File: config.mk
export PLATFORM = sky130hd
export DESIGN_NAME = one_compartment_infusion_step_top
export DESIGN_NICKNAME = d
export VERILOG_FILES = /design/src/ocis_pkg.sv /design/src/one_compartment_infusion_step_top.sv /design/src/ocis_mul.sv /design/src/ocis_div.sv
export VERILOG_INCLUDE_DIRS = /design/src /design/src/src
export SDC_FILE = /design/constraint.sdc
export NUM_CORES = 2
export LEC_CHECK = 0
export ABC_CLOCK_PERIOD_IN_PS = 14100
export BUFFER_PORTS_ARGS = -buffer_cell sky130_fd_sc_hd__buf_2
export CORE_MARGIN = 3
export CORE_UTILIZATION = 60
export CTS_BUF_LIST = sky130_fd_sc_hd__clkbuf_4 sky130_fd_sc_hd__clkbuf_8
export DETAILED_ROUTE_END_ITERATION = 12
export GPL_TIMING_DRIVEN = 1
export PLACE_DENSITY = 0.77
export SYNTH_ARGS = -nofsm -noshare
export SYNTH_HDL_FRONTEND = slang
export SYNTH_SLANG_ARGS = --single-unit
File: constraint.sdc
create_clock -name clk -period 14.1 [get_ports clk]
set_clock_uncertainty 0.2 [all_clocks]
set_input_delay 1.41 -clock clk [delete_from_list [all_inputs] [get_ports clk]]
set_output_delay 1.41 -clock clk [all_outputs]
set_load 0.02 [all_outputs]
File: src/one_compartment_infusion_step_top_defines.svh
// Assertion macros shared by the one-compartment infusion step RTL.
`ifndef ONE_COMPARTMENT_INFUSION_STEP_TOP_DEFINES_SVH
`define ONE_COMPARTMENT_INFUSION_STEP_TOP_DEFINES_SVH
`ifndef SYNTHESIS
`define OCIS_ASSERT(lbl, prop, msg) \
	lbl: assert property (@(posedge clk) disable iff (!arst_n) (prop)) else $error(msg);
`define OCIS_ASSERT_NEXT(lbl, ante, cons, msg) \
	lbl: assert property (@(posedge clk) disable iff (!arst_n) (ante) |=> (cons)) else $error(msg);
`else
`define OCIS_ASSERT(lbl, prop, msg)
`define OCIS_ASSERT_NEXT(lbl, ante, cons, msg)
`endif
`endif

File: src/ocis_pkg.sv
// Types, constants and tables of the one-compartment infusion step.
`default_nettype none
package ocis_pkg;
	localparam logic [31:0] EXP_NEG_ONE = 32'd1580030169;
	localparam logic [31:0] AMOUNT_MAX = 32'hFFFF_FFFF;
	localparam logic [5:0] X_STEPS = 6'd37;
	localparam logic [5:0] Q_STEPS = 6'd32;
	localparam logic [3:0] TERM_FIRST = 4'd2;
	localparam logic [3:0] TERM_LAST = 4'd13;
	localparam logic [33:0] ONE_Q32 = 34'h1_0000_0000;

	typedef struct packed {
		logic start;
		logic [31:0] divisor;
		logic [31:0] hi;
		logic [36:0] lo;
		logic [5:0] steps;
	} div_req_t;

	typedef enum logic [4:0] {
		S_IDLE, S_ZC_MUL, S_ZC_ADD, S_P_MUL, S_P_CHK, S_X_DIV,
		S_T_MUL, S_T_REC, S_T_DIV, S_T_END, S_POW, S_POW_ACC,
		S_RV_MUL, S_RV_ST, S_AD_LO, S_AD_SUM, S_Q_CHK, S_Q_DIV,
		S_SE_MUL, S_SUM, S_DONE
	} state_t;

	// Reciprocal floor(2^32 / k) for the series divisors.
	function automatic logic [31:0] recip(input logic [3:0] k);
		logic [31:0] r;
		case (k)
			4'd2: r = 32'd2147483648;
			4'd3: r = 32'd1431655765;
			4'd4: r = 32'd1073741824;
			4'd5: r = 32'd858993459;
			4'd6: r = 32'd715827882;
			4'd7: r = 32'd613566756;
			4'd8: r = 32'd536870912;
			4'd9: r = 32'd477218588;
			4'd10: r = 32'd429496729;
			4'd11: r = 32'd390451572;
			4'd12: r = 32'd357913941;
			4'd13: r = 32'd330382099;
			default: r = 32'hFFFF_FFFF;
		endcase
		return r;
	endfunction
endpackage
`default_nettype wire

File: src/one_compartment_infusion_step_top.sv
// One word at a time; the next word is taken once the result is registered.
// The datapath uses the one-bit-per-cycle divider and the single shared multiplier.
// Reset clears the stored amount to zero and empties the output register.
`default_nettype none
`include "one_compartment_infusion_step_top_defines.svh"
module one_compartment_infusion_step_top (
	input wire logic clk,
	input wire logic arst_n,
	input wire logic in_valid,
	output logic in_ready,
	input wire logic [31:0] interval,
	input wire logic [31:0] dose_rate,
	input wire logic [31:0] volume,
	input wire logic [31:0] clearance,
	output logic out_valid,
	input wire logic out_ready,
	output logic [31:0] amount
);
	ocis_pkg::state_t state_q, state_d;
	ocis_pkg::div_req_t div_req;
	logic div_busy;
	logic [36:0] quot;
	logic [31:0] mul_a, mul_b;
	logic [63:0] prod;
	logic out_load;
	logic out_valid_q;
	logic [31:0] amount_q;
	logic [31:0] stored_q;
	logic [31:0] t_q, rate_q, v_q, c_q;
	logic [31:0] f_q, term_q, num_q, inf_q, res_q;
	logic [4:0] cnt_q;
	logic [3:0] k_q;
	logic [33:0] pos_q, neg_q;
	logic [32:0] e_q;
	logic [63:0] a_q;
	logic [64:0] nh_q;
	logic [32:0] d;
	logic [31:0] qe, qn;
	logic [35:0] rem_t;
	logic [33:0] diff;
	logic [64:0] rnd;
	logic [31:0] carry;
	logic [32:0] sum33;
	logic [48:0] sum49;
	logic div_wait;
	logic pow_acc;

	ocis_mul u_mul (.clk(clk), .a(mul_a), .b(mul_b), .prod(prod));
	ocis_div u_div (.clk(clk), .arst_n(arst_n), .req(div_req), .busy(div_busy), .quot(quot));

	always_comb begin
		d = 33'h1_0000_0000 - e_q;
		qe = prod[63:32];
		rem_t = {4'b0, num_q} - 36'(36'(qe) * 36'(k_q));
		qn = qe + 32'(rem_t >= 36'(k_q));
		diff = pos_q - neg_q;
		rnd = {1'b0, prod} + 65'h0_8000_0000;
		carry = e_q[32] ? stored_q : prod[63:32];
		sum33 = {1'b0, inf_q} + {1'b0, carry};
		sum49 = {17'b0, stored_q} + {1'b0, prod[63:16]};
	end

	always_ff @(posedge clk or negedge arst_n) begin
		if (!arst_n) begin
			state_q <= ocis_pkg::S_IDLE;
		end else begin
			state_q <= state_d;
		end
	end

	always_comb begin
		state_d = state_q;
		mul_a = '0;
		mul_b = '0;
		div_req = '0;
		in_ready = 1'b0;
		out_load = 1'b0;
		unique case (state_q)
			ocis_pkg::S_IDLE: begin
				in_ready = 1'b1;
				if (in_valid) begin
					state_d = (clearance == 32'd0) ? ocis_pkg::S_ZC_MUL : ocis_pkg::S_P_MUL;
				end
			end
			ocis_pkg::S_ZC_MUL: begin
				mul_a = rate_q;
				mul_b = t_q;
				state_d = ocis_pkg::S_ZC_ADD;
			end
			ocis_pkg::S_ZC_ADD: state_d = ocis_pkg::S_DONE;
			ocis_pkg::S_P_MUL: begin
				mul_a = c_q;
				mul_b = t_q;
				state_d = ocis_pkg::S_P_CHK;
			end
			ocis_pkg::S_P_CHK: begin
				if (prod[63:21] >= {11'b0, v_q}) begin
					state_d = ocis_pkg::S_RV_MUL;
				end else begin
					div_req.start = 1'b1;
					div_req.divisor = v_q;
					div_req.hi = prod[52:21];
					div_req.lo = {prod[20:0], 16'b0};
					div_req.steps = ocis_pkg::X_STEPS;
					state_d = ocis_pkg::S_X_DIV;
				end
			end
			ocis_pkg::S_X_DIV: begin
				if (!div_busy) begin
					state_d = ocis_pkg::S_T_MUL;
				end
			end
			ocis_pkg::S_T_MUL: begin
				mul_a = term_q;
				mul_b = f_q;
				state_d = ocis_pkg::S_T_REC;
			end
			ocis_pkg::S_T_REC: begin
				mul_a = prod[63:32];
				mul_b = ocis_pkg::recip(k_q);
				state_d = ocis_pkg::S_T_DIV;
			end
			ocis_pkg::S_T_DIV: begin
				state_d = (k_q == ocis_pkg::TERM_LAST) ? ocis_pkg::S_T_END : ocis_pkg::S_T_MUL;
			end
			ocis_pkg::S_T_END: state_d = ocis_pkg::S_POW;
			ocis_pkg::S_POW: begin
				if (cnt_q == 5'd0) begin
					state_d = ocis_pkg::S_RV_MUL;
				end else if (!e_q[32]) begin
					mul_a = e_q[31:0];
					mul_b = ocis_pkg::EXP_NEG_ONE;
					state_d = ocis_pkg::S_POW_ACC;
				end
			end
			ocis_pkg::S_POW_ACC: state_d = ocis_pkg::S_POW;
			ocis_pkg::S_RV_MUL: begin
				mul_a = rate_q;
				mul_b = v_q;
				state_d = ocis_pkg::S_RV_ST;
			end
			ocis_pkg::S_RV_ST: begin
				if (d[32]) begin
					state_d = ocis_pkg::S_Q_CHK;
				end else begin
					mul_a = prod[63:32];
					mul_b = d[31:0];
					state_d = ocis_pkg::S_AD_LO;
				end
			end
			ocis_pkg::S_AD_LO: begin
				mul_a = a_q[31:0];
				mul_b = d[31:0];
				state_d = ocis_pkg::S_AD_SUM;
			end
			ocis_pkg::S_AD_SUM: state_d = ocis_pkg::S_Q_CHK;
			ocis_pkg::S_Q_CHK: begin
				if (nh_q[64:32] >= {1'b0, c_q}) begin
					state_d = ocis_pkg::S_SE_MUL;
				end else begin
					div_req.start = 1'b1;
					div_req.divisor = c_q;
					div_req.hi = nh_q[63:32];
					div_req.lo = {nh_q[31:0], 5'b0};
					div_req.steps = ocis_pkg::Q_STEPS;
					state_d = ocis_pkg::S_Q_DIV;
				end
			end
			ocis_pkg::S_Q_DIV: begin
				if (!div_busy) begin
					state_d = ocis_pkg::S_SE_MUL;
				end
			end
			ocis_pkg::S_SE_MUL: begin
				mul_a = stored_q;
				mul_b = e_q[31:0];
				state_d = ocis_pkg::S_SUM;
			end
			ocis_pkg::S_SUM: state_d = ocis_pkg::S_DONE;
			ocis_pkg::S_DONE: begin
				if (!out_valid_q || out_ready) begin
					out_load = 1'b1;
					state_d = ocis_pkg::S_IDLE;
				end
			end
			default: state_d = ocis_pkg::S_IDLE;
		endcase
	end

	always_ff @(posedge clk or negedge arst_n) begin
		if (!arst_n) begin
			stored_q <= '0;
			out_valid_q <= 1'b0;
		end else begin
			if (out_load) begin
				stored_q <= res_q;
				out_valid_q <= 1'b1;
			end else if (out_ready) begin
				out_valid_q <= 1'b0;
			end
		end
	end

	always_ff @(posedge clk) begin
		if (out_load) begin
			amount_q <= res_q;
		end
		case (state_q)
			ocis_pkg::S_IDLE: begin
				if (in_valid) begin
					t_q <= interval;
					rate_q <= dose_rate;
					v_q <= (volume == 32'd0) ? 32'd1 : volume;
					c_q <= clearance;
				end
			end
			ocis_pkg::S_ZC_ADD: begin
				res_q <= (|sum49[48:32]) ? ocis_pkg::AMOUNT_MAX : sum49[31:0];
			end
			ocis_pkg::S_P_CHK: begin
				e_q <= '0;
			end
			ocis_pkg::S_X_DIV: begin
				if (!div_busy) begin
					f_q <= quot[31:0];
					term_q <= quot[31:0];
					cnt_q <= quot[36:32];
					neg_q <= {2'b0, quot[31:0]};
					pos_q <= ocis_pkg::ONE_Q32;
					k_q <= ocis_pkg::TERM_FIRST;
				end
			end
			ocis_pkg::S_T_REC: begin
				num_q <= prod[63:32];
			end
			ocis_pkg::S_T_DIV: begin
				term_q <= qn;
				if (k_q[0]) begin
					neg_q <= neg_q + {2'b0, qn};
				end else begin
					pos_q <= pos_q + {2'b0, qn};
				end
				k_q <= k_q + 4'd1;
			end
			ocis_pkg::S_T_END: begin
				if (neg_q >= pos_q) begin
					e_q <= '0;
				end else if (diff > ocis_pkg::ONE_Q32) begin
					e_q <= 33'h1_0000_0000;
				end else begin
					e_q <= diff[32:0];
				end
			end
			ocis_pkg::S_POW: begin
				if (cnt_q != 5'd0 && e_q[32]) begin
					e_q <= {1'b0, ocis_pkg::EXP_NEG_ONE};
					cnt_q <= cnt_q - 5'd1;
				end
			end
			ocis_pkg::S_POW_ACC: begin
				e_q <= rnd[64:32];
				cnt_q <= cnt_q - 5'd1;
			end
			ocis_pkg::S_RV_ST: begin
				a_q <= prod;
				if (d[32]) begin
					nh_q <= {1'b0, prod};
				end
			end
			ocis_pkg::S_AD_LO: begin
				nh_q <= {1'b0, prod};
			end
			ocis_pkg::S_AD_SUM: begin
				nh_q <= nh_q + {33'b0, prod[63:32]};
			end
			ocis_pkg::S_Q_CHK: begin
				if (nh_q[64:32] >= {1'b0, c_q}) begin
					inf_q <= ocis_pkg::AMOUNT_MAX;
				end
			end
			ocis_pkg::S_Q_DIV: begin
				if (!div_busy) begin
					inf_q <= quot[31:0];
				end
			end
			ocis_pkg::S_SUM: begin
				res_q <= sum33[32] ? ocis_pkg::AMOUNT_MAX : sum33[31:0];
			end
			default: begin
			end
		endcase
	end

	assign out_valid = out_valid_q;
	assign amount = amount_q;
	assign div_wait = (state_q == ocis_pkg::S_X_DIV) || (state_q == ocis_pkg::S_Q_DIV);
	assign pow_acc = (state_q == ocis_pkg::S_POW_ACC);

	`OCIS_ASSERT_NEXT(a_busy_after_accept, in_valid && in_ready, !in_ready, "Word accepted while busy.")
	`OCIS_ASSERT(a_div_in_wait_state, !div_busy || div_wait, "Divider busy outside a divide wait.")
	`OCIS_ASSERT_NEXT(a_stored_holds, !out_load, $stable(stored_q), "Stored amount changed.")
	`OCIS_ASSERT_NEXT(a_pow_count, pow_acc, cnt_q == $past(cnt_q) - 5'd1, "Power count did not step.")
endmodule
`default_nettype wire

File: src/ocis_mul.sv
// Shared 32 by 32 bit multiplier with a registered product.
`default_nettype none
module ocis_mul (
	input wire logic clk,
	input wire logic [31:0] a,
	input wire logic [31:0] b,
	output logic [63:0] prod
);
	logic [63:0] prod_q;

	always_ff @(posedge clk) begin
		prod_q <= 64'(a) * 64'(b);
	end

	assign prod = prod_q;
endmodule
`default_nettype wire

File: src/ocis_div.sv
// Restoring divider that retires one quotient bit per cycle.
`default_nettype none
module ocis_div (
	input wire logic clk,
	input wire logic arst_n,
	input wire ocis_pkg::div_req_t req,
	output logic busy,
	output logic [36:0] quot
);
	logic busy_q;
	logic [5:0] cnt_q;
	logic [31:0] rem_q;
	logic [31:0] div_q;
	logic [36:0] lo_q;
	logic [36:0] quot_q;
	logic [32:0] trial;
	logic ge;
	logic [31:0] rem_d;

	always_comb begin
		trial = {rem_q, lo_q[36]};
		ge = trial >= {1'b0, div_q};
		rem_d = ge ? 32'(trial - {1'b0, div_q}) : trial[31:0];
	end

	always_ff @(posedge clk or negedge arst_n) begin
		if (!arst_n) begin
			busy_q <= 1'b0;
			cnt_q <= '0;
		end else if (req.start) begin
			busy_q <= 1'b1;
			cnt_q <= req.steps;
		end else if (busy_q) begin
			cnt_q <= cnt_q - 6'd1;
			if (cnt_q == 6'd1) begin
				busy_q <= 1'b0;
			end
		end
	end

	always_ff @(posedge clk) begin
		if (req.start) begin
			rem_q <= req.hi;
			lo_q <= req.lo;
			div_q <= req.divisor;
			quot_q <= '0;
		end else if (busy_q) begin
			rem_q <= rem_d;
			lo_q <= {lo_q[35:0], 1'b0};
			quot_q <= {quot_q[35:0], ge};
		end
	end

	assign busy = busy_q;
	assign quot = quot_q;
endmodule
`default_nettype wire

==> key figures <==
Power
  • Int Pwr: 10.1 mW
  • Switch Pwr: 12.5 mW
  • Pwr/cell area: 246 mW/mm^2
  • Max VDD drop: 0.440 mV
  • Final total power: around 23 mW
  • Sw Share: 55.4%
  • Seq pwr share: between 10% and 20%
  • Pleak: 42.0 nW
  • Comb pwr share: between 70% and 80%
  • Clock group share of total power: 10.4%

Yosys
  • Post-synth ARST share: under 10%
  • Number of flops mapped to enable cells by yosys: 623
  • Unique masters post-synth: 104
  • Sequential share of the synthesized area: 26.0%
  • Primary FF master, synth: edfxtp_1
  • Syn Inst Count: 9,245
  • Synthesized flop and latch total: 790
  • Syn Area/Cell: approximately 9.3 sq um
  • Syn Nets: 11,000
  • Total of warnings raised by yosys: 0
  • Synth Cell Area: 0.0857 sq mm

Timing
  • Crit path time final: 12.68 ns
  • Max Slew Vio Count: 0
  • Fin. Hold Viols: 0
  • Setup TNS: 0 ns
  • RSZ-0062 raised after global routing: false
  • Fmax: between 0.07 and 0.08 GHz
  • Worst-margin pin slew: 1.32 ns
  • # setup viols final: 0
  • Worst slew margin: 11.9%
  • Crit share post-route: 89.9%

Clocking
  • Setup bufs post-CTS: 0
  • CTS Sinks: 790
  • Clock transition at path regs: around 0.08 ns
  • CTS Root Cell: clkbuf_8
  • CTS max path bufs: 3
  • Hold buffers post-CTS: 0
  • Skew-Pair Late Insertion Delay: 0.90 ns
  • CTS Buf Count: 135
  • Post-CTS Resized: 0
  • CTS tree: done
  • H-tree depth: 4

Critical path
  • CP most frequent cell: fa_1
  • CP Capture Type: flop
  • CP Launch Type: flop
  • Crit-path max FO: 61
  • Critical-path top delay cell: a211oi_4
  • Worst r2r path cells: 33
  • WS Path Type: flop to flop
  • WP data required: approximately 15 ns
  • Slowest cell delay on critical path: 1.13 ns
  • Crit path DAT: ~13 ns

Placement
  • Final HPWL DP: 255 mm
  • RePlAce Congestion: 1.08
  • Post-DP Area: 0.0888 sq mm
  • IO Port Bufs: around 170

Global routing
  • Vias in the first global route: 73,200
  • First-pass GRT wire length: 481 mm
  • Total track usage: 45.0%
  • Initial antenna violation count: 40
  • Pin count of the biggest net entering global routing: approximately 130
  • Grt ovf: 0

Finish
  • Layout cells sized above 1: ~8.5%
  • Nets@finish: 11,000
  • Area grow syn2layout: 7.15%
  • Final Cell Area: 0.0919 sq mm

Min path
  • Hold WC Path Type: flop to flop
  • Hold Crit Depth: 0

Die
  • Core area: 0.142 sq mm
  • Die area: 0.147 sq mm
  • Starting Density: 60.5%
  • Row cnt: 138
  • Die Ht: 384 microns
  • Die Wd: 384 microns
  • I/O pins: between 150 and 200

Route
  • Initial DRT Pass Iterations: 6
  • Post-DRT Antenna Nets: 0
  • Mean number of vias per cell: between 6 and 7
  • Vias: ~75,000
  • Detailed Route Iter0 Violations: 10,500
  • Routed WL per cell: 29.6 microns
  • Final WL: 333 mm
  • DRC: 0

Status
  • Status: finished, final reports clean

Run
  • Max_cap viols: 0
registers in the layout (all words and copies together) (netlist names), 33 cells and up, named ones only:
signal / cells
neg_q: 34
u_mul.prod: 64
nh_q: 65
pos_q: 34
e_q: 33
u_div.quot: 37
power groups by stage:
stage / clock network (mW) / registers, mW / logic [mW]
CTS: 2.35 / 3.93 / 15.7
detailed placement: 0 / 3.97 / 15.6
finish: 2.36 / 4.00 / 16.2
global route: 2.46 / 3.97 / 17.5
global placement: 0 / 3.97 / 15.2
floorplan: 0 / 3.57 / 10.6
path summary, 6_finish.rpt:
path / startpoint / end / slack, ns
setup reg to reg: state_q[1]$_DFFE_PN0P_ / u_mul.prod[57]$_DFF_P_ / 1.42
hold reg to reg: res_q[6]$_DFFE_PP_ / amount[6]$_DFFE_PP_ / 0.24
min in group asynchronous: arst_n / stored_q[28]$_DFFE_PN0P_ / 0.46
setup / recovery: state_q[1]$_DFFE_PN0P_ / u_mul.prod[57]$_DFF_P_ / 1.42
max in group asynchronous: arst_n / u_div.busy$_DFF_PN0_ / 12.75
hold / removal: res_q[6]$_DFFE_PP_ / amount[6]$_DFFE_PP_ / 0.24
cell usage after synthesis (all sizes together) (19+ instances only):
cell type	instances	area (sq um)
a211o	22	193
a211oi	54	475
a21o	170	1280
a21oi	389	1990
a221o	42	420
a221oi	39	392
a22o	46	403
a22oi	187	1400
a31oi	51	319
a32oi	30	263
and2	121	757
and3	73	457
and4	22	195
buf	99	497
clkbuf	401	1510
dfrtp	45	1130
dfxtp	122	2440
edfxtp	623	18700
fa	993	19900
ha	622	7780
inv	1329	4990
mux2	64	721
mux2i	49	490
nand2	1269	4760
nand2b	55	344
nand3	147	736
nand4	83	544
nor2	701	2630
nor2b	47	294
nor3	104	542
nor4	38	253
o2111ai	19	166
o211ai	28	210
o21a	54	405
o21ai	322	1630
o21bai	60	450
o22ai	29	181
o31ai	20	150
or3	64	405
xnor2	224	1960
xor2	177	1560
routing by layer:
layer	GRT usage [%]	vias up	share of wire, %
met1	57.8	36800	36
li1	-	31000	-
met5	0.595	-	0.11
met2	63.0	5633	41
met4	28.4	34	7.8
met3	18.1	1379	16
final cells by class:
class,count,area [sq um]
Antenna cell,26,65.1
Tap cell,1890,2360
Timing Repair Buffer,367,2350
Sequential cell,790,22300
Fill cell,11600,49900
Clock buffer,177,2230
Multi-Input combinational cell,6625,56900
Inverter,1330,4990
Clock inverter,72,729
stage by stage:
stage | hold WS (ns) | cells | setup WS (ns) | utilization [%]
final | 0.242 | 11300 | 1.42 | 64.8
after global placement | 0.230 | 11000 | 2.13 | 62.7
after floorplan | 0.220 | 9245 | 3.62 | -
after CTS | 0.241 | 11300 | 1.96 | 64.8
after global routing | 0.256 | 11300 | 1.12 | 64.8
after detailed placement | 0.231 | 11000 | 1.96 | 62.7
worst max-delay path, delay by kind of cell (launching register included):
family	cells	cell delay, ns
AOI/OAI and AO/OA	8	3.95
buffers and inverters	7	1.12
and+or+nand+nor	8	1.89
xor gates and xnor gates	1	0.16
adders and majority gates	9	4.26
DFF	1	0.91
cells by family after synthesis:
kind of cell               count (synthesis)  share of synthesized area, %
DFF                                      790                          26.0
AOI/OAI and AO/OA                       1710                          13.6
buffers and inverters                   1830                          8.16
muxes                                    113                          1.41
adders and majority gates               1615                          32.3
and+or+nand+nor                         2786                          14.5
xor gates and xnor gates                 401                          4.10
placed cells by master, fill, tap and decap left out, types with 28 or more instances in the layout:
cell type / n
a221o_1: 38
a31oi_1: 51
buf_2: 165
nand3_1: 146
buf_4: 201
nor2b_1: 45
nand2b_1: 55
ha_1: 622
and2_1: 119
mux2_2: 64
nor3_1: 95
nor2_1: 695
mux2i_1: 49
a22o_1: 46
a21oi_1: 377
edfxtp_1: 623
o21bai_1: 60
o22ai_1: 29
a211oi_1: 41
xnor2_1: 224
nor4_1: 37
and3_1: 71
a32oi_1: 30
or3_1: 62
o21a_1: 54
clkbuf_4: 33
fa_1: 993
a22oi_1: 187
clkbuf_8: 144
o21ai_0: 310
o211ai_1: 28
a21o_1: 170
xor2_1: 176
dfxtp_1: 122
nand2_1: 1268
nand4_1: 79
dfrtp_1: 44
inv_1: 1329
(Power assumes the default switching activity.)
